## src/rtl/ccr_ram.sv

```systemverilog
// ----------------------------------------------------------------------------
// ccr_ram: generic simple dual-port RAM
// One write port, one read port with registered read data.
// ----------------------------------------------------------------------------
`timescale 1ns / 1ps

module ccr_ram #(
  parameter int unsigned WIDTH = 72,
  parameter int unsigned DEPTH = 32
) (
  input  logic                     clk,
  input  logic                     we,
  input  logic [$clog2(DEPTH)-1:0] waddr,
  input  logic [WIDTH-1:0]         wdata,
  input  logic [$clog2(DEPTH)-1:0] raddr,
  output logic [WIDTH-1:0]         rdata
);

  logic [WIDTH-1:0] mem [DEPTH];

  // write and registered read
  always_ff @(posedge clk) begin
    if (we) begin
      mem[waddr] <= wdata;
    end
    rdata <= mem[raddr];
  end

endmodule

```

## config.mk

```make
export PLATFORM = sky130hd
export DESIGN_NAME = ccr_ram
export DESIGN_NICKNAME = d
export VERILOG_FILES = /design/src/rtl/ccr_ram.sv
export SDC_FILE = /design/constraint.sdc
export NUM_CORES = 2
export LEC_CHECK = 0
export ABC_AREA = 1
export BUFFER_PORTS_ARGS = -buffer_cell sky130_fd_sc_hd__buf_2
export CORE_UTILIZATION = 50
export CTS_BUF_LIST = sky130_fd_sc_hd__clkbuf_16
export CTS_CLUSTER_SIZE = 12
export DETAILED_ROUTE_END_ITERATION = 7
export PLACE_DENSITY = 0.68
export SETUP_SLACK_MARGIN = 0.4
export SYNTH_ARGS = -nofsm -noshare
export SYNTH_HDL_FRONTEND = slang
export SYNTH_SLANG_ARGS = --single-unit
export TNS_END_PERCENT = 10
```

## constraint.sdc

```tcl
create_clock -name clk -period 4.6 [get_ports clk]
set_input_delay 0.69 -clock clk [delete_from_list [all_inputs] [get_ports clk]]
set_output_delay 0.69 -clock clk [all_outputs]
set_load 0.005 [all_outputs]
```

-- Word-level counts from Yosys, hierarchy flattened
Memory sizes are Yosys's and may differ from the RTL's. A register that Yosys moved wholly into a read port is not among the register bits.
Index checks and enable logic that the tools add are counted.
- input bits: 84
- memory bits (writable): 2304
- logic and storage cells: 3
- output and inout bits: 72
- register bits after elaboration: 0
- latch bits: 0
- ROM bits: 0
- memories: 1
- $mul: 0
- shifts and indexed selects: 0
- reduce and logical (&&, ||, !) cells: 0
- magnitude comparators: 0
- div/mod/pow operators: 0
- muxes and demuxes: 2
- bitwise logic cells: 0
- $add $sub $neg: 0
- equality and inequality tests: 0
- memories (name ; depth ; width ; rd ports ; clocked after Yosys merged registers in ; write ports ; RTL line ; RTL):
    mem ; 32 ; 72 ; 1 ; 1 ; 1 ; 19 ; logic [WIDTH-1:0] mem [DEPTH];
- operators by type and width (cell ; number):
    1-bit 2-to-1 mux ; 2

-- Longest topological paths before layout
- depth after elaboration: 2
- mapped depth: 12
- mapped depth without buffers: 9

-- Worst setup path before layout
No wires, ideal clock.
- path type: input-to-reg
- start point: in waddr[0]
- end point: mem mem[8][0] (enable)
- stages: 3
- setup slack: 0.099 ns
- data arrival time: 3.998 ns
- library setup time: 0.503 ns
- cell sequence: inv_1 > nand3_1 > nor2_1
- RTL lines (element ; RTL line ; RTL):
    start: declaration ; 13 ; input logic [$clog2(DEPTH)-1:0] waddr,
    end: declaration ; 19 ;
Straight into the memory's write port.

-- Final worst setup path
- start point: in waddr[1]
- end point: mem mem[21][25] (enable)
Straight into the memory's write port.

==> results.yml <==
clock_network:
  cts_buffers: 232
  tritoncts: "yes"
  cts-root-buf: "clkbuf_16"
  postCtsHoldBufs: 0
  cts_max_level: 4
  clock_sinks: 2376
  clk_path_buf_depth: 3
  clkSlewWorstSetupHoldPaths_ns: 0.06
  cts-resized-gates: 0
  clock_latency_ns: 0.87
  cts_setup_buffers: 0
finish:
  fill_cells: 14878
  drive_gt1_share_pct: 7.65
  final_area_um2: 104000
  area_growth_pct: 11.5
  seq_area_um2: 70600
  layout_commonest_cell: "nand2_1"
  fin_nets: 7719
  layout_common_cells: "nand2_1, edfxtp_1, nand3_1"
  multi_input_area_um2: 20500
synthesis:
  syn_avg_cell_area_um2: 12.3
  yosys.area.top_type_share_pct: 74.2
  yosysUniqueCellTypes: 14
  synth_warnings: 0
  yosysSeqAreaShare_pct: 75.7
  synth_area_leaders: "edfxtp_1, nand3_1, nand2_1"
  syn-cell-area_um2: 93300
  synth.largest_area_cell: "edfxtp_1"
  synth_seq_cells: 2376
  synthCells: 7592
  syn-num-nets: 7676
global_routing:
  grt_busiest_layer: "met2"
  use_met3_pct: 4.16
  grt_use_met2_pct: 44.8
  grt_pass1_wl_mm: 374
  grtUsageTotal_pct: 26.9
  grt_pass1_vias: 58069
  grtUsageMet1_pct: 35.9
  grt_max_degree: 166
  grt-ovfl-total: 0
  antenna_found_initial: 24
setup_path:
  reg2reg_from: "mem[24][3]"
  worstSetupEndpointType: "flip-flop"
  cp.required_ns: 5.11
  worstSetupStartpoint: "waddr[1]"
  arrival_ns: 2.85
  path_class: "in -> reg"
  start_kind: "input pin"
  crit_path_max_fanout: 12
routing:
  drtPass1Iterations: 7
  vias_per_cell: 5.87
  routedWlPerCell_um: 24.7
  ant_nets: 0
  drtIter0Drc: 7808
  dr_total_vias: 60595
  totalWireLength_mm: 255
  drc: 0
timing:
  post-route-period-util_pct: 50.8
  fmax_mhz: 428
  finalCriticalPeriod_ns: 2.34
  skew_ns: 0.0231
  slew_headroom_pct: 24.4
  drv_slew: 0
  tightest_slew_ns: 1.13
  rsz0062_at_grt: "false"
  setup-tns-final_ns: 0
  hold_viol: 0
  setup_viol: 0
floorplanning:
  fp.dieH_um: 434
  die-area_um2: 188000
  num_rows: 158
  pin_count: 156
  die_w_um: 434
  initial_utilization_pct: 50.3
  core_um2: 185000
placed_design:
  dp_hpwl_mm: 118
  place_congestion: 0.777
  numPortBuffers: 155
  place_area_um2: 97100
power_and_ir_drop:
  total_power_w: 0.0439
  p_sw_w: 0.00986
  swShare_pct: 22.5
  power_density_nw_per_um2: 422
  power_leakage_nw: 37.3
  power.share.clock_pct: 39.1
  intPower_w: 0.0341
  peakVddDrop_uv: 321
  p_comb_share_pct: 5.8
  pwr-share-seq_pct: 55.1
status:
  status: "complete, no violations"
min_path:
  hp-class: "in -> reg"
  min_from: "raddr[4]"
run:
  drv_cap: 0
[area by class of cell]
type / count / share of cell area (%)
sequential: 2376 / 67.9
multi-input combinational: 4715 / 19.7
clock buffer: 233 / 5.61
tap: 2480 / 2.98
timing repair buffer: 300 / 2.71
clock inverter: 193 / 0.960
inverter: 10 / 0.0866
antenna: 12 / 0.0289
[power groups by stage]
stage                     Combinational (W)  Sequential, W  Clock [W]
final                               0.00253         0.0242     0.0172
after global routing                0.00277         0.0242     0.0182
after CTS                           0.00252         0.0242     0.0174
after detailed placement            0.00251         0.0247          0
after global placement              0.00247         0.0246          0
after floorplan                     0.00146         0.0246          0
[worst paths after layout]
path | cells past startpoint | endpoint | slack [ns]
max reg2reg | 8 | rdata[3] | 3.12
min reg2reg | 6 | rdata[30] | 0.69
max | 5 | mem[21][25] | 2.26
min | 3 | rdata[43] | 0.28
[synth_stat cells (all sizes together)]
cell,number
nor2,32
edfxtp,2304
buf,437
dfxtp,72
clkbuf,54
inv,9
clkinv,1
nand2,2646
nand3,2037
[cell families (layout without fill, tap and decap cells)]
group	count (synthesis)	after routing	synth area share, %
AND/OR/NAND/NOR	4715	4715	21.7
flip-flops	2376	2376	75.7
buffers and inverters	501	736	2.58
other	0	12	0
[metrics by stage]
step	setup WS, ns	util [%]	cells	hold WS [ns]
floorplan	0.0993	-	7592	0.640
global placement	1.36	52.4	9881	0.675
detailed placement	1.39	52.4	9881	0.678
CTS	2.30	56.1	10307	0.234
global route	2.21	56.1	10308	0.243
finish	2.26	56.1	10319	0.280
[per-layer routing]
layer  part of all wire (%)  vias up
met5                  0.055        -
met4                    3.5       24
met3                    9.4      528
met2                     48     3164
met1                     39    29825
li1                       -    27054
[critical path, cell delays in order]
cell and delay, ns:
buf_2 0.11, inv_1 0.06, nand3_1 0.67, nor2_4 0.83, buf_4 0.44
[flip-flops by register name (all words and copies together) (netlist names)]
name / flops
rdata: 72
mem: 2304
No activity file was read; power rests on OpenSTA's default activity.
