## src/rtl/ccr_pkg.sv

```systemverilog
// ----------------------------------------------------------------------------
// ccr_pkg: shared types and constants of the circle collision resolver
// Item structs, stored circle record, fixed-point widths and helpers.
// ----------------------------------------------------------------------------
`timescale 1ns / 1ps

package ccr_pkg;

  // sizing
  localparam int unsigned MAX_CIRCLES_DEF = 32;
  localparam int unsigned IDX_W           = 6;

  // fixed-point widths of one pair update
  localparam int unsigned DIFF_W     = 17;  // centre / velocity difference
  localparam int unsigned SUMR_W     = 9;   // radius sum
  localparam int unsigned SR2_W      = 18;  // radius sum squared
  localparam int unsigned D2_W       = 34;  // squared distance, any pair
  localparam int unsigned SQ_IN_W    = 34;  // radicand, squared distance in Q.16
  localparam int unsigned DIST_W     = 17;  // distance in Q.8
  localparam int unsigned ABS_W      = 9;   // |dx| of a contacting pair
  localparam int unsigned UNIT_SHIFT = 24;
  localparam int unsigned NUM_W      = ABS_W + UNIT_SHIFT;
  localparam int unsigned QUO_W      = 17;  // |normal| in Q.16, at most one
  localparam int unsigned NRM_W      = 18;  // signed normal component
  localparam int unsigned OV_SHIFT   = 8;
  localparam int unsigned MUL_A_W    = 35;
  localparam int unsigned MUL_B_W    = 18;
  localparam int unsigned PROD_W     = 53;
  localparam int unsigned RVN_W      = 35;
  localparam int unsigned POS_SHIFT  = 25;
  localparam int unsigned VEL_SHIFT  = 32;

  // input item
  typedef struct packed {
    logic signed [15:0] in_pos_x;
    logic signed [15:0] in_pos_y;
    logic        [7:0]  in_radius;
    logic signed [15:0] in_vel_x;
    logic signed [15:0] in_vel_y;
    logic               in_last;
  } in_item_t;

  // result item
  typedef struct packed {
    logic        [5:0]  out_index;
    logic signed [15:0] out_pos_x;
    logic signed [15:0] out_pos_y;
    logic signed [15:0] out_vel_x;
    logic signed [15:0] out_vel_y;
    logic               out_last;
  } out_item_t;

  // one stored circle
  typedef struct packed {
    logic signed [15:0] pos_x;
    logic signed [15:0] pos_y;
    logic        [7:0]  radius;
    logic signed [15:0] vel_x;
    logic signed [15:0] vel_y;
  } circ_t;

  // sign extend a 16-bit value to product width
  function automatic logic signed [PROD_W-1:0] ext16(input logic signed [15:0] v);
    logic signed [PROD_W-1:0] r;
    r = v;
    return r;
  endfunction

  // arithmetic shift right rounding toward zero
  function automatic logic signed [PROD_W-1:0] trunc_shr(
    input logic signed [PROD_W-1:0] v, input int unsigned sh);
    logic signed [PROD_W-1:0] q;
    logic        [PROD_W-1:0] mask;
    mask = ~({PROD_W{1'b1}} << sh);
    q    = v >>> sh;
    if (v[PROD_W-1] && ((v & mask) != '0)) begin
      q = q + $signed({{(PROD_W-1){1'b0}}, 1'b1});
    end
    return q;
  endfunction

  // saturate to 16-bit signed
  function automatic logic signed [15:0] sat16(input logic signed [PROD_W-1:0] v);
    logic signed [PROD_W-1:0] hi;
    logic signed [PROD_W-1:0] lo;
    hi = $signed({{(PROD_W-15){1'b0}}, 15'h7fff});
    lo = $signed({{(PROD_W-15){1'b1}}, 15'h0000});
    if (v > hi) return 16'sh7fff;
    if (v < lo) return 16'sh8000;
    return v[15:0];
  endfunction

endpackage

```

## src/rtl/ccr_sqrt.sv

```systemverilog
// ----------------------------------------------------------------------------
// ccr_sqrt: iterative integer square root
// Restoring method, one result bit per cycle, floor of the root.
// ----------------------------------------------------------------------------
`timescale 1ns / 1ps

module ccr_sqrt #(
  parameter int unsigned IN_W = ccr_pkg::SQ_IN_W
) (
  input  logic                clk,
  input  logic                rst_n,
  input  logic                start,
  input  logic [IN_W-1:0]     rad,
  output logic                done,
  output logic [IN_W/2-1:0]   root
);

  localparam int unsigned OUT_W = IN_W / 2;
  localparam int unsigned REM_W = OUT_W + 2;
  localparam int unsigned CNT_W = $clog2(OUT_W + 1);

  logic [IN_W-1:0]  rad_r, rad_nxt;
  logic [REM_W-1:0] rem_r, rem_nxt;
  logic [OUT_W-1:0] root_r, root_nxt;
  logic [CNT_W-1:0] cnt_r, cnt_nxt;
  logic             busy_r, busy_nxt;
  logic             done_r, done_nxt;
  logic [REM_W+1:0] rem_t;
  logic [REM_W+1:0] trial;

  // one root bit per step
  always_comb begin
    rad_nxt  = rad_r;
    rem_nxt  = rem_r;
    root_nxt = root_r;
    cnt_nxt  = cnt_r;
    busy_nxt = busy_r;
    done_nxt = 1'b0;
    rem_t    = {rem_r, rad_r[IN_W-1 -: 2]};
    trial    = {{(REM_W-OUT_W){1'b0}}, root_r, 2'b01};
    if (start) begin
      rad_nxt  = rad;
      rem_nxt  = '0;
      root_nxt = '0;
      cnt_nxt  = '0;
      busy_nxt = 1'b1;
    end else if (busy_r) begin
      rad_nxt = rad_r << 2;
      if (rem_t >= trial) begin
        rem_nxt  = REM_W'(rem_t - trial);
        root_nxt = {root_r[OUT_W-2:0], 1'b1};
      end else begin
        rem_nxt  = REM_W'(rem_t);
        root_nxt = {root_r[OUT_W-2:0], 1'b0};
      end
      cnt_nxt = cnt_r + 1'b1;
      if (cnt_r == CNT_W'(OUT_W - 1)) begin
        busy_nxt = 1'b0;
        done_nxt = 1'b1;
      end
    end
  end

  always_ff @(posedge clk) begin
    if (!rst_n) begin
      busy_r <= 1'b0;
      done_r <= 1'b0;
      cnt_r  <= '0;
    end else begin
      busy_r <= busy_nxt;
      done_r <= done_nxt;
      cnt_r  <= cnt_nxt;
    end
    rad_r  <= rad_nxt;
    rem_r  <= rem_nxt;
    root_r <= root_nxt;
  end

  assign done = done_r;
  assign root = root_r;

endmodule

```

## config.mk

```make
export PLATFORM = sky130hd
export DESIGN_NAME = ccr_sqrt
export DESIGN_NICKNAME = d
export VERILOG_FILES = /design/src/rtl/ccr_pkg.sv /design/src/rtl/ccr_sqrt.sv
export SDC_FILE = /design/constraint.sdc
export NUM_CORES = 1
export LEC_CHECK = 0
export ABC_CLOCK_PERIOD_IN_PS = 3890
export BUFFER_PORTS_ARGS = -buffer_cell sky130_fd_sc_hd__buf_2
export CELL_PAD_IN_SITES_DETAIL_PLACEMENT = 1
export CELL_PAD_IN_SITES_GLOBAL_PLACEMENT = 2
export CORE_MARGIN = 10
export CORE_UTILIZATION = 40
export CTS_BUF_LIST = sky130_fd_sc_hd__clkbuf_16
export CTS_CLUSTER_SIZE = 8
export DETAILED_ROUTE_END_ITERATION = 10
export PLACE_DENSITY_LB_ADDON = 0.1
export SLEW_MARGIN = 30
export SYNTH_ARGS = -nofsm -noshare
export SYNTH_HDL_FRONTEND = slang
export SYNTH_SLANG_ARGS = --single-unit
```

## constraint.sdc

```tcl
create_clock -name clk -period 3.89 [get_ports clk]
set_input_delay 0.778 -clock clk [delete_from_list [all_inputs] [get_ports clk]]
set_output_delay 0.778 -clock clk [all_outputs]
set_load 0.01 [all_outputs]
```

# Yosys cells after proc, flatten, opt, wreduce, memory -nomap -nowiden
# Index checks and enable logic that the tools add are counted.
# W data, S select, Z words.
[totals]
reg_bits = 77
input_bits = 37
word_cells = 23
[op_classes]
add_sub_neg = 2
order_cmp = 1
n_eq_ne = 1
n_mux = 8
bitwise_logic = 2
n_reduce_logical = 3
[op_table]
columns = ["op", "count"]
rows = [
  ["$mux W34", 2],
  ["$ge A21 B19 Y1", 1],
  ["$mux W19", 1],
  ["$sub A19 B19 Y19", 1],
  ["$add A5 B1 Y5 const B", 1],
  ["$eq A5 B5 Y1 const B", 1],
  ["$mux W1", 5],
  ["$reduce_or A3 Y1", 1],
  ["$not A1 Y1", 2],
  ["$reduce_bool A2 Y1", 1],
  ["$reduce_or A2 Y1", 1],
]

# Depth between registers and ports, before layout
[depth]
depth_word = 4
ltp_mapped = 10
ltp_nobuf = 9

# Least setup slack after synthesis
# No wires, ideal clock.
[synth_timing]
kind = "register -> register"
start = "reg root_r[1], in the netlist root[1]"
end = "reg rem_r[18]"
t_arrival_ns = 2.277
t_required_ns = 3.830
slack_ns = 1.553
stages_incl_launch_ff = 10
n_path_buf = 0
synth_period_minus_slack_ns = 2.337
cell_sequence = "dfxtp_1 -> inv_1 -> ha_1 -> nand2_1 -> o31ai_2 -> o2111ai_2 -> a21oi_4 -> a21oi_4 -> or4_1 -> nand2_1"
[synth_between]
elab_chain_len = 2
[synth_lines]
columns = ["element", "line", "rtl"]
rows = [
  ["start: declaration", "ccr_sqrt.sv:24", "logic [OUT_W-1:0] root_r, root_nxt;"],
  ["start signal: assignment", "ccr_sqrt.sv:76", "root_r <= root_nxt;"],
  ["$sub A19 B19 Y19 / $ge A21 B19 Y1 (equally long branches)", "ccr_sqrt.sv:50, ccr_sqrt.sv:49", ""],
  ["$mux W19 (*)", "ccr_sqrt.sv:49", "if (rem_t >= trial) begin"],
  ["end signal: assignment", "ccr_sqrt.sv:75", "rem_r <= rem_nxt;"],
  ["end: declaration", "ccr_sqrt.sv:23", "logic [REM_W-1:0] rem_r, rem_nxt;"],
]
# Mark *: on every way between the ends. The rest lies on a longest branch, timed or not.
# A chain may end at the register's enable or synchronous reset.

# Final worst setup path
[layout_timing]
start = "reg root_r[12], in the netlist root[12]"
end = "reg rem_r[8]"
[layout_between]
elab_chain_len = 2
[layout_lines]
columns = ["element", "line"]
rows = [
  ["$ge A21 B19 Y1", "ccr_sqrt.sv:49"],
  ["$mux W19", "ccr_sqrt.sv:49"],
]
# No other way between the ends.

==> flow_summary_export.csv <==
group,metric,value,unit
run_status,outcome,"finished, final reports clean",
synthesis,async_reset_ff_share,0,%
detailed_routing,met2WireLength,4680,um
synthesis,synthTopCellsByArea,"edfxtp_1, dfxtp_1, mux2_2, mux2i_1, ha_1",
synthesis,synth_mux_area_share,16.3,%
power,power.density,709,mW/mm^2
detailed_routing,wl_met1,4500,um
synthesis,synth_simple_gate_area_share,9.98,%
setup_path,path_cells,"inv_1 > ha_1 > a211oi_1 > o21bai_1 > a21oi_1 > o211ai_2 > a21oi_4 > mux2i_1 > a211oi_1",
setup_path,critPathCapture,"rem_r[8]",
timing,setup_viol,0,
clock_network,clk_pin_slew,0.06,ns
synthesis,syn-num-nets,447,
timing,fin_skew,0.0120,ns
setup_path,crit_top_cell,"a211oi_1",
place,dp_hpwl,7130,um
setup_path,r2r-start,"root[12]",
global_routing,grt_max_degree,67,
finish,num-fill-cells,1126,
setup_path,crit_cells,9,
power,vdd_ir_drop_max,0.264,mV
detailed_routing,dr.pass1.iters,4,
setup_path,r2r_end,"rem_r[8]",
clock_network,clk_latency,0.33,ns
place,dpl_worst_slack,1.06,ns
worst_hold_path,hp-class,"reg -> reg",
synthesis,syn_area_per_cell,10.6,um^2
place,portBuffers,54,
synthesis,synth_top_family_by_area,"multiplexers",
clock_network,post_cts_buffers,0,
power,p_seq_share,30.7,%
place,place_congestion,0.776,
timing,max_freq,357,MHz
clock_network,cts_made_buffers,9,
detailed_routing,vias,3023,
synthesis,synth_seq_cells,77,
detailed_routing,detail-route-antenna-nets,0,
timing,worst_pin_slew,0.860,ns
die,core_area,0.00991,mm^2
setup_path,critPathMaxFanout,26,
clock_network,cts_sinks,77,
global_routing,grt_usage,13.0,%
finish,area_growth,17.1,%
finish,layout-drive-gt1-share,25.2,%
clock_network,tritoncts,"done",
die,die_w,121,um
die,ios,55,
synthesis,synth-compound-area-share,13.4,%
timing,post-route-period-util,72.1,%
global_routing,grt_overflow_total,0,
finish,fin_area,0.00482,mm^2
setup_path,crit_type,"reg -> reg",
power,p_int,2130,uW
clock_network,htreeDepth,3,
synthesis,synth_top_flop_cell,"dfxtp_1",
timing,max_slew_margin,42.6,%
detailed_routing,viasPerCell,5.19,
synthesis,syn-cell-area,0.00411,mm^2
synthesis,synthXorXnorAreaFrac,4.05,%
timing,period_needed,2.80,ns
setup_path,reg2reg_depth,9,
synthesis,yosys.area.top_type,"edfxtp_1",
global_routing,antenna_found_initial,0,
timing,slew_viol_final,0,
synthesis,synth_seq_area_share,45.8,%
clock_network,root_buffer,"clkbuf_16",
die,start_util,41.5,%
finish,n_antenna_cell,0,
detailed_routing,dr.first_iter.drc_count,104,
die,die_h,121,um
global_routing,grt_first_pass_wirelength,15800,um
timing,hold_viol,0,
clock_network,cts_resized,0,
detailed_routing,wl_per_cell,16.5,um
synthesis,synth.distinct_cells,47,
setup_path,slowest_delay,0.70,ns
setup_path,crit_buf_inv,1,
power,power_frac_comb,45.0,%
die,row_count,36,
synthesis,yosys_warnings,0,
global_routing,grt_pass1_vias,3175,
setup_path,startpoint,"root[12]",
timing,final.setup.worst_slack,1.09,ns
setup_path,worstSetupStartpointType,"flip-flop",
synthesis,syn_inst,389,
finish,mostFrequentLayoutCells,"buf_2, nor2_1, dfxtp_1",
detailed_routing,route.detailed.drc,0,
clock_network,hold_buffers,0,
clock_network,clockBufferDepth,2,
power,p_sw_share,37.5,%
setup_path,critPathCaptureType,"flip-flop",
finish,layout.nets,502,
synthesis,yosys.area.top_type_share,24.8,%
setup_path,critPathRequiredTime,4.12,ns
detailed_routing,topRoutingLayerUsed,"met4",
run,max_cap_viol_count,0,
setup_path,crit_arrival,3.03,ns
setup_path,critical-path-top-delay-family,"compound AO/OA/AOI/OAI gates",
place,placed_area,0.00452,mm^2
finish,final_core_util,48.6,%
power,power.switching,1280,uW
timing,fin_setup_tns,0,ns
power,p_leak,0.00193,uW
synthesis,synth_edf_count,34,
timing,rsz0062_at_grt,"false",
setup_path,slowest_stage,"a21oi_4",
power,pwr-share-clk,24.3,%
die,dieArea,0.0147,mm^2
synthesis,synth-adder-area-share,6.39,%
setup_path,reg2reg_slack,1.09,ns
detailed_routing,met3_length,385,um
finish,layout_commonest_cell,"buf_2",
detailed_routing,drt-total-wl,9610,um
==> power groups by stage <==
stage / Clock, uW / Sequential [uW] / Combinational (uW)
after floorplan: 0 / 1030 / 1290
after global placement: 0 / 1060 / 1520
after detailed placement: 0 / 1060 / 1550
after CTS: 856 / 1050 / 1550
after global routing: 892 / 1060 / 1710
final: 832 / 1050 / 1540
==> area by class of cell <==
| type | count | area [um^2] | area share, % |
|---|---|---|---|
| repair buffers | 58 | 300 | 6.24 |
| clock buffers | 9 | 225 | 4.68 |
| inverters | 28 | 105 | 2.18 |
| flip-flops and latches | 77 | 1880 | 39.1 |
| well taps | 133 | 166 | 3.46 |
| clock inverters | 7 | 71.3 | 1.48 |
| multi-input cells | 270 | 2060 | 42.9 |
==> routing by layer <==
| metal | up-vias | track usage (%) |
|---|---|---|
| met5 | - | 0 |
| met4 | 0 | 2.91 |
| met3 | 6 | 3.44 |
| met2 | 41 | 21.3 |
| met1 | 1452 | 16.8 |
| li1 | 1524 | - |
==> state kept, by name, summed over array words and instances (netlist names) <==
signal and cells:
cnt_r 5, root 17, done 1, busy_r 1, rem_r 19, rad_r 34
==> cell usage after synthesis (all sizes together), types with 4 or more instances <==
cell,number
o31ai,5
a21oi,18
mux2,33
nor3,5
edfxtp,34
nand2b,7
a32oi,4
o211ai,4
xor2,10
nand2,14
inv,28
and3,4
mux2i,30
xnor2,9
nor2,45
ha,21
o21ai,13
clkbuf,11
dfxtp,43
a211oi,13
nand3,4
==> through the flow <==
step	hold WS (ns)	std cells	total power, uW
after floorplan	0.451	389	2320
final	0.498	582	3420
after detailed placement	0.490	566	2610
after global routing	0.531	582	3670
after global placement	0.479	566	2580
after CTS	0.503	582	3460
==> worst register-to-register path, cell delays in order, from the launching register on <==
cell      delay, ns
dfxtp_1        0.38
inv_1          0.06
ha_1           0.36
a211oi_1       0.28
o21bai_1       0.14
a21oi_1        0.18
o211ai_2       0.14
a21oi_4        0.70
mux2i_1        0.18
a211oi_1       0.27
==> cell families (layout without fill, tap and decap cells) <==
kind of cell,Yosys count,in the layout
AND/OR/NAND/NOR,90,90
multiplexers,63,63
AO/OA/AOI/OAI,77,77
adder cells (fa/ha/maj),21,21
flip-flops,77,77
buffers and inverters,42,102
XOR/XNOR,19,19
==> how the worst min path moves through the flow <==
stage | startpoint | endpoint | slack (ns) | cells past startpoint
3_3_place_gp | rem_r[0] | rem_r[0] | 0.48 | 2
3_5_place_dp | rem_r[17] | rem_r[17] | 0.49 | 2
4_1_cts | rem_r[17] | rem_r[17] | 0.50 | 2
2_1_floorplan | rem_r[0] | rem_r[0] | 0.45 | 2
5_1_grt | rem_r[14] | rem_r[16] | 0.53 | 2
6_report | rem_r[17] | rem_r[17] | 0.50 | 2
Power figures use the tool's default switching activity.
