$ cat src/rtl/ccr_pkg.sv
// ----------------------------------------------------------------------------
// ccr_pkg: shared types and constants of the circle collision resolver
// Item structs, stored circle record, fixed-point widths and helpers.
// ----------------------------------------------------------------------------
`timescale 1ns / 1ps

package ccr_pkg;

  // sizing
  localparam int unsigned MAX_CIRCLES_DEF = 32;
  localparam int unsigned IDX_W           = 6;

  // fixed-point widths of one pair update
  localparam int unsigned DIFF_W     = 17;  // centre / velocity difference
  localparam int unsigned SUMR_W     = 9;   // radius sum
  localparam int unsigned SR2_W      = 18;  // radius sum squared
  localparam int unsigned D2_W       = 34;  // squared distance, any pair
  localparam int unsigned SQ_IN_W    = 34;  // radicand, squared distance in Q.16
  localparam int unsigned DIST_W     = 17;  // distance in Q.8
  localparam int unsigned ABS_W      = 9;   // |dx| of a contacting pair
  localparam int unsigned UNIT_SHIFT = 24;
  localparam int unsigned NUM_W      = ABS_W + UNIT_SHIFT;
  localparam int unsigned QUO_W      = 17;  // |normal| in Q.16, at most one
  localparam int unsigned NRM_W      = 18;  // signed normal component
  localparam int unsigned OV_SHIFT   = 8;
  localparam int unsigned MUL_A_W    = 35;
  localparam int unsigned MUL_B_W    = 18;
  localparam int unsigned PROD_W     = 53;
  localparam int unsigned RVN_W      = 35;
  localparam int unsigned POS_SHIFT  = 25;
  localparam int unsigned VEL_SHIFT  = 32;

  // input item
  typedef struct packed {
    logic signed [15:0] in_pos_x;
    logic signed [15:0] in_pos_y;
    logic        [7:0]  in_radius;
    logic signed [15:0] in_vel_x;
    logic signed [15:0] in_vel_y;
    logic               in_last;
  } in_item_t;

  // result item
  typedef struct packed {
    logic        [5:0]  out_index;
    logic signed [15:0] out_pos_x;
    logic signed [15:0] out_pos_y;
    logic signed [15:0] out_vel_x;
    logic signed [15:0] out_vel_y;
    logic               out_last;
  } out_item_t;

  // one stored circle
  typedef struct packed {
    logic signed [15:0] pos_x;
    logic signed [15:0] pos_y;
    logic        [7:0]  radius;
    logic signed [15:0] vel_x;
    logic signed [15:0] vel_y;
  } circ_t;

  // sign extend a 16-bit value to product width
  function automatic logic signed [PROD_W-1:0] ext16(input logic signed [15:0] v);
    logic signed [PROD_W-1:0] r;
    r = v;
    return r;
  endfunction

  // arithmetic shift right rounding toward zero
  function automatic logic signed [PROD_W-1:0] trunc_shr(
    input logic signed [PROD_W-1:0] v, input int unsigned sh);
    logic signed [PROD_W-1:0] q;
    logic        [PROD_W-1:0] mask;
    mask = ~({PROD_W{1'b1}} << sh);
    q    = v >>> sh;
    if (v[PROD_W-1] && ((v & mask) != '0)) begin
      q = q + $signed({{(PROD_W-1){1'b0}}, 1'b1});
    end
    return q;
  endfunction

  // saturate to 16-bit signed
  function automatic logic signed [15:0] sat16(input logic signed [PROD_W-1:0] v);
    logic signed [PROD_W-1:0] hi;
    logic signed [PROD_W-1:0] lo;
    hi = $signed({{(PROD_W-15){1'b0}}, 15'h7fff});
    lo = $signed({{(PROD_W-15){1'b1}}, 15'h0000});
    if (v > hi) return 16'sh7fff;
    if (v < lo) return 16'sh8000;
    return v[15:0];
  endfunction

endpackage

$ cat src/rtl/ccr_div.sv
// ----------------------------------------------------------------------------
// ccr_div: iterative unsigned divider
// Restoring long division, one quotient bit per cycle.
// ----------------------------------------------------------------------------
`timescale 1ns / 1ps

module ccr_div #(
  parameter int unsigned NUM_W = ccr_pkg::NUM_W,
  parameter int unsigned DEN_W = ccr_pkg::DIST_W
) (
  input  logic             clk,
  input  logic             rst_n,
  input  logic             start,
  input  logic [NUM_W-1:0] num,
  input  logic [DEN_W-1:0] den,
  output logic             done,
  output logic [NUM_W-1:0] quot
);

  localparam int unsigned CNT_W = $clog2(NUM_W + 1);

  logic [NUM_W-1:0] num_r, num_nxt;
  logic [DEN_W-1:0] den_r, den_nxt;
  logic [DEN_W-1:0] rem_r, rem_nxt;
  logic [CNT_W-1:0] cnt_r, cnt_nxt;
  logic             busy_r, busy_nxt;
  logic             done_r, done_nxt;
  logic [DEN_W:0]   rem_t;

  // numerator shifts out at the top, quotient bits shift in below
  always_comb begin
    num_nxt  = num_r;
    den_nxt  = den_r;
    rem_nxt  = rem_r;
    cnt_nxt  = cnt_r;
    busy_nxt = busy_r;
    done_nxt = 1'b0;
    rem_t    = {rem_r, num_r[NUM_W-1]};
    if (start) begin
      num_nxt  = num;
      den_nxt  = den;
      rem_nxt  = '0;
      cnt_nxt  = '0;
      busy_nxt = 1'b1;
    end else if (busy_r) begin
      if (rem_t >= {1'b0, den_r}) begin
        rem_nxt = DEN_W'(rem_t - {1'b0, den_r});
        num_nxt = {num_r[NUM_W-2:0], 1'b1};
      end else begin
        rem_nxt = DEN_W'(rem_t);
        num_nxt = {num_r[NUM_W-2:0], 1'b0};
      end
      cnt_nxt = cnt_r + 1'b1;
      if (cnt_r == CNT_W'(NUM_W - 1)) begin
        busy_nxt = 1'b0;
        done_nxt = 1'b1;
      end
    end
  end

  always_ff @(posedge clk) begin
    if (!rst_n) begin
      busy_r <= 1'b0;
      done_r <= 1'b0;
      cnt_r  <= '0;
    end else begin
      busy_r <= busy_nxt;
      done_r <= done_nxt;
      cnt_r  <= cnt_nxt;
    end
    num_r <= num_nxt;
    den_r <= den_nxt;
    rem_r <= rem_nxt;
  end

  assign done = done_r;
  assign quot = num_r;

endmodule

$ cat config.mk
export PLATFORM = sky130hd
export DESIGN_NAME = ccr_div
export DESIGN_NICKNAME = d
export VERILOG_FILES = /design/src/rtl/ccr_pkg.sv /design/src/rtl/ccr_div.sv
export SDC_FILE = /design/constraint.sdc
export NUM_CORES = 1
export LEC_CHECK = 0
export BUFFER_PORTS_ARGS = -buffer_cell sky130_fd_sc_hd__buf_4
export CORE_UTILIZATION = 45
export CTS_CLUSTER_DIAMETER = 100
export DETAILED_ROUTE_END_ITERATION = 8
export GPL_ROUTABILITY_DRIVEN = 0
export PLACE_DENSITY = 0.68
export SETUP_SLACK_MARGIN = 0.5
export SLEW_MARGIN = 20
export SYNTH_ARGS = -nofsm -noshare
export SYNTH_HDL_FRONTEND = slang
export SYNTH_SLANG_ARGS = --single-unit
$ cat constraint.sdc
create_clock -name clk -period 3.4 [get_ports clk]
set_clock_uncertainty 0.2 [all_clocks]
set_input_delay 0.17 -clock clk [delete_from_list [all_inputs] [get_ports clk]]
set_output_delay 0.17 -clock clk [all_outputs]
set_load 0.02 [all_outputs]
## After elaboration in Yosys (flattened, before gate mapping)

Index checks and enable logic that the tools add are counted.
Widths: inputs -> output; s select.

| word-level totals | value |
|---|---|
| flip-flop bits (word level) | 75 |
| input port bits | 53 |
| output and inout bits | 34 |
| word-level logic and storage cells | 23 |

| operators by class | value |
|---|---|
| $add $sub $neg | 2 |
| magnitude comparators | 1 |
| eq/ne operators | 1 |
| mux-type cells | 8 |
| bitwise gates (word level) | 2 |
| reduce and logical (&&, ||, !) cells | 3 |

Operators with widths:

| kind | number |
|---|---|
| $mux 33 | 2 |
| $ge 18x17->1 | 1 |
| $mux 17 | 1 |
| $sub 17x17->17 | 1 |
| $add 6x1->6 const B | 1 |
| $eq 6x6->1 const B | 1 |
| $mux 1 | 5 |
| $reduce_or 3->1 | 1 |
| $not 1->1 | 2 |
| $reduce_bool 2->1 | 1 |
| $reduce_or 2->1 | 1 |

## Depth between registers and ports, before layout

Gate-level depths: netlist of run 1.

| depth | value |
|---|---|
| depth in word-level cells | 4 |
| gate-level depth with buffers | 12 |
| depth with buffers taken out | 11 |

## Least setup slack after synthesis of run 1

Ideal clock, no wire load.

| timing path | value |
|---|---|
| path type | register -> register |
| start | register num_r[32], in the netlist quot[32] |
| end | register num_r[0], in the netlist quot[0], data pin |
| library setup time | 262 ps |
| data arrival time | 2425 ps |
| data required time | 2938 ps |
| slack | 513 ps |
| stages on the path, launching flop included | 10 |
| path buffers | 0 |
| period minus slack after synthesis | 2887 ps |
| path through | edfxtp_1 inv_1 ha_1 inv_1 fa_1 a21o_1 a221o_1 o21ai_1 o211ai_2 mux2_1 |

| between the ends | value |
|---|---|
| cells in the longest elaborated chain, start to end | 4 |

RTL lines:

| what | RTL line | source |
|---|---|---|
| start: declaration | ccr_div.sv:22 | `logic [NUM_W-1:0] num_r, num_nxt;` |
| start signal: assignment | ccr_div.sv:71 | `num_r <= num_nxt;` |
| $ge 18x17->1 | ccr_div.sv:46 | `if (rem_t >= {1'b0, den_r}) begin` |
| $mux 1 | ccr_div.sv:46 |  |
| $mux 33 | ccr_div.sv:45 | `end else if (busy_r) begin` |
| $mux 33 | ccr_div.sv:39 | `if (start) begin` |
| via num_nxt[0] | ccr_div.sv:22 |  |

The timed path passes the listed nets, and every way through them passes these cells. The select of a mux whose other input is x is not followed.
A chain may end at the register's enable or synchronous reset.

## Final worst setup path of run 1

| timing path | value |
|---|---|
| start | register num_r[32], in the netlist quot[32] |
| end | register rem_r[0] |

| between the ends | value |
|---|---|
| cells in the longest elaborated chain, start to end | 2 |
| elaborated cells on any way between the ends | 3 |
| those cells by class | 1 x add/sub; 1 x order compare; 1 x mux |

RTL lines:

| what | RTL line | source |
|---|---|---|
| $sub 17x17->17 / $ge 18x17->1 (equally long branches) | ccr_div.sv:47, ccr_div.sv:46 |  |
| $mux 17 (*) | ccr_div.sv:46 |  |
| end signal: assignment | ccr_div.sv:73 | `rem_r <= rem_nxt;` |
| end: declaration | ccr_div.sv:24 | `logic [DEN_W-1:0] rem_r, rem_nxt;` |

Every way passes the cells marked *; elsewhere a longest branch is shown, timed or not.

==> impl_metrics.toml, run 1 <==
[status]
status = "finished, final reports clean"

[synth]
synth_ff_type = "edfxtp_1"
seq_area_frac_synth = 0.5253
yosysWarnings = 0
syn-cell-area_um2 = 3811
yosysMostFrequentCell = "edfxtp_1"
ys_ff_latch = 75
synth-async-reset-ratio = 0
yosys-top-cells-count = "edfxtp_1, mux2_2, nand2_1, dfxtp_1, inv_1"
ys_top_cells_by_area = "edfxtp_1, dfxtp_1, mux2_2"
synth.net_count = 404
synth_edf_count = 50
synth_cell_type_count = 50
yosysTopAreaCellShare = 0.3940
syn_inst = 331
yosys.area.top_type = "edfxtp_1"
avgSynthCellArea_um2 = 11.51

[floorplanning]
fp-row-count = 33
dieArea_um2 = 8842
core_um2 = 8217
initial_core_util = 0.4638
fp.dieW_um = 94.03
die_h_um = 94.03
boundaryPins = 87

[setup_path]
arrival_ns = 2.91
cp_slowest_cell = "edfxtp_1"
reg2reg_slack_ns = 0.52
cp-start-kind = "flip-flop"
crit_required_ns = 3.43
cp_max_fo = 4
rr_worst_depth = 12
path_cells = "inv_1, ha_2, inv_2, fa_2, a21o_1, a221o_1, o21ai_2, o211a_4, buf_6, nor2_1, a211oi_2, nor3_1"
cp-end-kind = "flip-flop"
slowest_delay_ns = 0.41
worstSetupPathType = "flip-flop to flip-flop"

[global_route]
grt_pass1_vias = 3007
grt.total_usage = 0.2126
grt-ovfl-total = 0
grt_max_degree = 35
antenna_found_initial = 0
grt_pass1_wl_um = 14150

[clocking]
cts_buffers = 9
cts_buffer_depth = 2
numClockSinks = 75
tritoncts = "yes"
htree_num_levels = 3
clk_latency_ns = 0.36
path_clk_slew_ns = 0.08
cts-root-buf = "clkbuf_8"

[drt]
antenna_left = 0
post_drt_via_cell_ratio = 5.280
vias = 3131
drcViolationCount = 0
first_iter_violations = 152
first_pass_iters = 5
wirelength_um = 9185
wire_per_inst_um = 15.49

[final_layout]
post-route-util = 0.6709
area_growth_pct = 44.65
multiInputGateArea_um2 = 1724
drive_gt1_frac = 0.3463
nNetsFinal = 556
fillers = 600
antenna_cells = 0
seqCellArea_um2 = 2002

[timing]
rsz0062_at_grt = "true"
fmax_mhz = 347.3
hold_slack_ns = 0.06413
setup_violations = 0
fin_ws_ns = 0.5209
finalCritPeriodShare = 0.8468
fin_tns_setup_ns = 0
hold_viol = 0
min_period_ns = 2.879
slew_headroom = 0.5221
finalMaxSlewViolations = 0
worst_pin_slew_ns = 0.7142

[placement]
dp_hpwl_um = 5926
portBuffers = 86
dp_slack_ns = 0.3189

[pwr]
finalPower_mw = 2.633
ir_drop_mv = 0.2490
clkPwrFrac = 0.348
p_sw_frac = 0.2668
p_int_mw = 1.931
power_density_nw_per_um2 = 477.7
p_comb_frac = 0.230
p_sw_uw = 702.7
seqPwrFrac = 0.422
leakage_nw = 2.312

[run]
cap_violations = 0

[worst_hold_path]
holdPathStages = 2
hold_class = "primary input to flip-flop"
==> kinds of logic (layout without fill, tap and decap cells) <==
logic type               count (synthesis)  count (layout)  share of synthesized area
flip-flops                              75              75                     0.5253
buffers and inverters                   36             193                    0.03907
AO/OA/AOI/OAI                           72              72                     0.1287
adder cells (fa/ha/maj)                 20              20                    0.06763
XOR/XNOR                                17              17                    0.03907
AND/OR/NAND/NOR                         75              75                    0.09488
multiplexers                            36              36                     0.1054
==> power groups by stage <==
stage          sequential, mW  clock (mW)  combinational [mW]
6_report                 1.11       0.917               0.605
4_1_cts                  1.11       0.926               0.557
3_5_place_dp             1.13           0               0.495
5_1_grt                  1.12       0.965               0.652
2_1_floorplan            1.17           0               0.274
3_3_place_gp             1.12           0               0.490
==> layout make-up <==
cell class / instances / share of cell area
tap: 105 / 0.02383
timing repair buffer: 152 / 0.2351
sequential: 75 / 0.3631
inverter: 25 / 0.01702
clock buffer: 10 / 0.02315
multi-input combinational: 220 / 0.3128
clock inverter: 6 / 0.02497
==> per-stage QoR <==
step	area (um^2)	std cells
final	5513	593
after global routing	5513	593
after CTS	5384	586
after detailed placement	4563	515
after global placement	4563	515
after floorplan	3811	331
==> worst paths after layout <==
path	to	start
worst max-delay path	rem_r[0]$_SDFFE_PP0P_	quot[32]$_DFFE_PP_
worst min-delay path	rem_r[1]$_SDFFE_PP0P_	start
worst max register to register	rem_r[0]$_SDFFE_PP0P_	quot[32]$_DFFE_PP_
worst min register to register	done$_SDFF_PP0_	cnt_r[5]$_SDFFE_PP0P_
==> registers in the layout, indices dropped and copies added (netlist names) <==
name / count
quot: 33
den_r: 17
rem_r: 17
cnt_r: 6
busy_r: 1
done: 1
==> routing by layer <==
metal / up-vias / share of wire / global-route usage
met3: 17 / 0.059 / 0.05097
met5: - / 0 / 0
met4: 0 / 0.019 / 0.07821
met1: 1478 / 0.43 / 0.2671
met2: 118 / 0.50 / 0.3540
li1: 1518 / - / -
==> critical path, delay by kind of cell (launching register included) <==
kind	cells	cell delay, ns
compound gates	5	1.23
fa+ha+maj	2	0.57
buf+inv	3	0.23
flops	1	0.41
simple gates	2	0.11
==> cell usage in the layout, fill, tap and decap left out, types with 3 or more instances in the layout <==
cell and instances:
nor2_1 20, xor2_1 9, o21a_1 3, nand2_2 3
a21oi_1 17, o21ai_1 11, nand4_1 3, dfxtp_1 25
ha_1 18, a21o_1 4, nand2_1 25, clkbuf_8 9
a311oi_2 4, mux2_2 32, inv_1 24, a32oi_1 6
mux2i_1 3, buf_6 4, bufinv_16 4, buf_4 96
edfxtp_1 50, dlygate4sd3_1 51, nor3_1 5, nand2b_1 4
o21ai_0 9, xnor2_1 8, nand3_1 3
==> repair_timing <==
item | CTS | global route
buffers inserted | 4 | 7
gates cloned | 0 | 0
pin swaps | 2 | 12
endpoints found under the setup margin | 16 | 12
hold endpoints to repair | 51 | 0
resized for setup | 4 | 17
hold buffers | 51 | 0
Power figures use the tool's default switching activity.
==> inputs of run 2 (changes only) <==
--- a/config.mk
+++ b/config.mk
@@ -5,12 +5,13 @@
 export SDC_FILE = /design/constraint.sdc
 export NUM_CORES = 1
 export LEC_CHECK = 0
+export ABC_AREA = 1
 export BUFFER_PORTS_ARGS = -buffer_cell sky130_fd_sc_hd__buf_4
 export CORE_UTILIZATION = 45
 export CTS_CLUSTER_DIAMETER = 100
 export DETAILED_ROUTE_END_ITERATION = 8
 export GPL_ROUTABILITY_DRIVEN = 0
-export PLACE_DENSITY = 0.68
+export PLACE_DENSITY = 0.67
 export SETUP_SLACK_MARGIN = 0.5
 export SLEW_MARGIN = 20
 export SYNTH_ARGS = -nofsm -noshare
==> constraint.sdc (replaced) <==
create_clock -name clk -period 2.7 [get_ports clk]
set_clock_uncertainty 0.2 [all_clocks]
set_input_delay 0.135 -clock clk [delete_from_list [all_inputs] [get_ports clk]]
set_output_delay 0.135 -clock clk [all_outputs]
set_load 0.02 [all_outputs]
==> run 2 against run 1 <==
Fmax increased by 32%. Utilization grew 0.76 points. Flip-flop and latch count unchanged. Wire length is 27% higher. Design area increased by 14%. Critical path type unchanged. Clock-buffer cell count is the same. Critical endpoint is now rem_r[6]$_SDFFE_PP0P_. Critical path depth did not move. Clock power is 17% lower. Worst hold slack better by 0.21 ns.
==> impl_metrics.toml, run 2 <==
[drt]
wire_per_inst_um = 13.66
wirelength_um = 11620
first_iter_violations = 226
drcViolationCount = 0
antenna_left = 0
vias = 4159
post_drt_via_cell_ratio = 4.887
first_pass_iters = 6

[timing]
setup_violations = 0
hold_slack_ns = 0.2735
rsz0062_at_grt = "true"
min_period_ns = 2.177
worst_pin_slew_ns = 0.4391
finalCritPeriodShare = 0.8062
fmax_mhz = 459.4
fin_tns_setup_ns = 0
fin_ws_ns = 0.5233
finalMaxSlewViolations = 0
hold_viol = 0
slew_headroom = 0.7073

[global_route]
grt_pass1_wl_um = 17600
grt_max_degree = 42
grt-ovfl-total = 0
grt_pass1_vias = 3839
grt.total_usage = 0.2233
antenna_found_initial = 0

[worst_hold_path]
hold_class = "flip-flop to flip-flop"

[floorplanning]
initial_core_util = 0.4652
fp.dieW_um = 99.97
core_um2 = 9284
dieArea_um2 = 9994
die_h_um = 99.97
boundaryPins = 87
fp-row-count = 35

[synth]
yosysTopAreaCellShare = 0.3476
syn_inst = 558
synth_ff_type = "edfxtp_1"
synth_edf_count = 50
synth-async-reset-ratio = 0
yosys.area.top_type = "edfxtp_1"
syn-cell-area_um2 = 4319
seq_area_frac_synth = 0.4635
yosysWarnings = 0
synth_cell_type_count = 34
avgSynthCellArea_um2 = 7.740
ys_ff_latch = 75
yosys-top-cells-count = "nand2_1, inv_1, edfxtp_1, nand3_1, dfxtp_1"
ys_top_cells_by_area = "edfxtp_1, nand2_1, dfxtp_1"
synth.net_count = 631
yosysMostFrequentCell = "nand2_1"

[setup_path]
worstSetupPathType = "flip-flop to flip-flop"
arrival_ns = 2.22
crit_required_ns = 2.74
cp_max_fo = 4
cp-end-kind = "flip-flop"
cp-start-kind = "flip-flop"

[clocking]
cts_buffer_depth = 2
clk_latency_ns = 0.35
cts_buffers = 9
path_clk_slew_ns = 0.08
numClockSinks = 75
htree_num_levels = 3
cts-root-buf = "clkbuf_8"
tritoncts = "yes"

[pwr]
p_comb_frac = 0.213
leakage_nw = 3.104
ir_drop_mv = 0.2911
seqPwrFrac = 0.505
p_sw_frac = 0.2903
power_density_nw_per_um2 = 427.4
clkPwrFrac = 0.282
p_int_mw = 1.911
p_sw_uw = 781.6

[final_layout]
largest_reg_flops = 33
nNetsFinal = 790
layout_commonest_cell = "nand2_1"
area_growth_pct = 45.86
final_cell_mix = "nand2_1, buf_4, inv_1, dlygate4sd3_1, edfxtp_1"
antenna_cells = 0
fin_cells = 851
drive_gt1_frac = 0.2659

[placement]
dp_hpwl_um = 7135
dp_slack_ns = 0.2858
portBuffers = 86
dp_cells = 769

[status]
status = "finished, final reports clean"

[run]
cap_violations = 0
run 2: critical path, cell delays in order (launching register included):
cell and delay (ns):
edfxtp_1 0.42, inv_2 0.10, ha_4 0.14, inv_4 0.04, fa_2 0.39, nand3_2 0.10
nand3_4 0.09, nand2_1 0.09, nand2_1 0.09, xnor2_1 0.18, nand2_1 0.09, nand3_2 0.07
o21ai_1 0.06
run 2: per-stage QoR:
stage	power, mW	utilization	cell area [um^2]
floorplan	1.631	-	4325
global placement	1.825	0.5500	5106
detailed placement	1.831	0.5500	5106
CTS	2.665	0.6491	6026
global route	2.806	0.6786	6300
finish	2.693	0.6786	6300
run 2: power groups by stage:
stage	clock [mW]	sequential, mW	combinational (mW)
2_1_floorplan	0	1.44	0.192
3_3_place_gp	0	1.38	0.445
3_5_place_dp	0	1.38	0.451
4_1_cts	0.785	1.36	0.523
5_1_grt	0.818	1.37	0.619
6_report	0.759	1.36	0.574
run 2: routing by layer:
metal  vias to the layer above  track usage  routed length (um)
met5                         -            0                   0
met4                         0      0.08584                 247
li1                       2082            -                   -
met3                        26      0.03134                 562
met2                       126       0.3751                5823
met1                      1925       0.2929                4988
run 2: logic make-up after synthesis:
logic type	after synthesis	synth area share
xor+xnor	7	0.01419
fa+ha+maj	20	0.05968
flops	75	0.4635
compound gates	29	0.03563
simple gates	324	0.3279
buf+inv	103	0.09907
run 2: what timing repair did:
| action | 4_1_cts | 5_1_grt |
|---|---|---|
| endpoints found under the hold margin | 68 | 0 |
| buffers inserted | 11 | 1 |
| pin swaps | 8 | 11 |
| gates cloned | 1 | 1 |
| endpoints found under the setup margin | 18 | 18 |
| hold buffers | 52 | 0 |
| gates resized for setup | 23 | 47 |
run 2: layout make-up:
class                   instances  area [um^2]
well taps                     129        161.4
inverters                      90        340.3
repair buffers                160         1393
multi-input cells             381         2242
flip-flops and latches         75         2002
fillers                       743         2984
clock buffers                  10        127.6
clock inverters                 6        33.78
run 2: worst paths after layout:
path	from	to	slack, ns	cells past startpoint
max	quot[32]$_DFFE_PP_	rem_r[6]$_SDFFE_PP0P_	0.52	12
min	rem_r[14]$_SDFFE_PP0P_	rem_r[14]$_SDFFE_PP0P_	0.27	2
max reg2reg	quot[32]$_DFFE_PP_	rem_r[6]$_SDFFE_PP0P_	0.52	12
min reg2reg	rem_r[14]$_SDFFE_PP0P_	rem_r[14]$_SDFFE_PP0P_	0.27	2
==> inputs of run 3 (changes only) <==
==> constraint.sdc (replaced) <==
create_clock -name clk -period 2.2 [get_ports clk]
set_clock_uncertainty 0.2 [all_clocks]
set_input_delay 0.11 -clock clk [delete_from_list [all_inputs] [get_ports clk]]
set_output_delay 0.11 -clock clk [all_outputs]
set_load 0.02 [all_outputs]
==> run 3 against run 2 <==
Die area did not move. Cell count rose by 0.35%. Clock-buffer cell count fell by 1. Fmax rose by 2.2%. First-iteration DRC count fell by 27%. Global-route usage rose by 0.48 points. Setup slack got worse by 0.45 ns. Design area rose by 1.8%. Utilization rose by 1.3 points. Total power rose by 34%. Largest power group unchanged.
==> impl_metrics.toml, run 3 (synthesis results as in run 2) <==
[status]
status = "finished, final reports clean"

[timing]
finalCritPeriodShare = 0.9677
worst_pin_slew_ns = 0.6745
slew_headroom = 0.5488
finalMaxSlewViolations = 0
hold_viol = 0
fmax_mhz = 469.7
min_period_ns = 2.129
setup_violations = 0
rsz0062_at_grt = "true"

[setup_path]
cp_max_fo = 6
crit_required_ns = 2.29
arrival_ns = 2.22
worstSetupPathType = "flip-flop to flip-flop"
cp-start-kind = "flip-flop"
reg2reg_slack_ns = 0.07
cp-end-kind = "flip-flop"

[pwr]
leakage_nw = 3.211
p_sw_frac = 0.2771
finalPower_mw = 3.603
seqPwrFrac = 0.463
power_density_nw_per_um2 = 561.6
p_comb_frac = 0.200
ir_drop_mv = 0.4228
clkPwrFrac = 0.336
p_int_mw = 2.605
p_sw_uw = 998.6

[placement]
dp_hpwl_um = 7223
portBuffers = 86
postPlaceCellArea_um2 = 5207
dp_cells = 776

[final_layout]
largest_reg_flops = 33
final_area_um2 = 6416
nNetsFinal = 793
final_cell_mix = "nand2_1, buf_4, inv_1, dlygate4sd3_1, edfxtp_1"
layout_commonest_cell = "nand2_1"
fin_cells = 854
area_growth_pct = 48.55
post-route-util = 0.6911
drive_gt1_frac = 0.2966
antenna_cells = 0

[clocking]
cts_buffers = 9
path_clk_slew_ns = 0.09
htree_num_levels = 3
clk_latency_ns = 0.36
cts-root-buf = "clkbuf_8"
cts_buffer_depth = 2
numClockSinks = 75
tritoncts = "yes"

[drt]
antenna_left = 0
vias = 4141
first_iter_violations = 165
wirelength_um = 11600
wire_per_inst_um = 13.58
post_drt_via_cell_ratio = 4.849
drcViolationCount = 0
first_pass_iters = 5

[worst_hold_path]
hold_class = "primary input to flip-flop"

[floorplanning]
fp-row-count = 35
fp.dieW_um = 99.97
boundaryPins = 87
initial_core_util = 0.4652
dieArea_um2 = 9994
core_um2 = 9284
die_h_um = 99.97

[global_route]
antenna_found_initial = 0
grt_max_degree = 39
grt_pass1_wl_um = 17830
grt_pass1_vias = 4037
grt.total_usage = 0.2280
grt-ovfl-total = 0

[run]
cap_violations = 0
## run 3: cell type report
| class | instances | area (um^2) |
|---|---|---|
| sequential | 75 | 2002 |
| multi-input combinational | 380 | 2235 |
| clock buffer | 9 | 123.9 |
| clock inverter | 7 | 100.1 |
| timing repair buffer | 164 | 1453 |
| fill | 740 | 2868 |
| inverter | 90 | 341.6 |
| tap | 129 | 161.4 |
## run 3: metrics by stage
| step | worst slack, ns | setup TNS [ns] | hold WS, ns |
|---|---|---|---|
| after CTS | 0.04818 | 0 | -0.06620 |
| after detailed placement | 0.04472 | 0 | 0.08931 |
| after global placement | 0.08297 | 0 | 0.08859 |
| after global routing | -0.02444 | -0.02473 | 0.07654 |
| after floorplan | 0.01728 | 0 | 0.008869 |
| final | 0.07097 | 0 | 0.06368 |
## run 3: worst paths after layout
| kind | end | cells past startpoint | from |
|---|---|---|---|
| worst min register to register | rem_r[13]$_SDFFE_PP0P_ | 2 | rem_r[13]$_SDFFE_PP0P_ |
| worst max register to register | rem_r[4]$_SDFFE_PP0P_ | 12 | quot[32]$_DFFE_PP_ |
| worst min-delay path | rem_r[13]$_SDFFE_PP0P_ | 5 | start |
| worst max-delay path | rem_r[4]$_SDFFE_PP0P_ | 12 | quot[32]$_DFFE_PP_ |
## run 3: worst max-delay path, cell delays in order, from the launching register on
cell and delay [ns]:
edfxtp_1 0.41, inv_2 0.10, ha_4 0.14, inv_4 0.03, fa_2 0.37, nand3_2 0.10
nand3_2 0.10, nand2_4 0.15, nand2_4 0.10, buf_12 0.16, nand2_2 0.05, nand3_1 0.07
o21ai_1 0.10
## run 3: power by group through the flow
stage	sequential, mW	combinational (mW)	clock [mW]
after floorplan	1.77	0.241	0
after global placement	1.69	0.560	0
after detailed placement	1.69	0.569	0
after CTS	1.66	0.654	1.24
after global routing	1.68	0.782	1.30
final	1.67	0.722	1.21
## run 3: layer usage
layer,track usage,vias to the layer above,part of all wire
li1,-,2088,-
met1,0.2781,1935,0.42
met2,0.3995,102,0.52
met3,0.04596,16,0.048
met4,0.08361,0,0.015
met5,0,-,0
## run 3: repair_timing
action	CTS	global route
endpoints found under the hold margin	70	12
buffers inserted	4	3
cloned	1	2
hold buffers	51	1
gates resized for setup	13	63
setup endpoints to repair	18	18
pin swaps	8	13
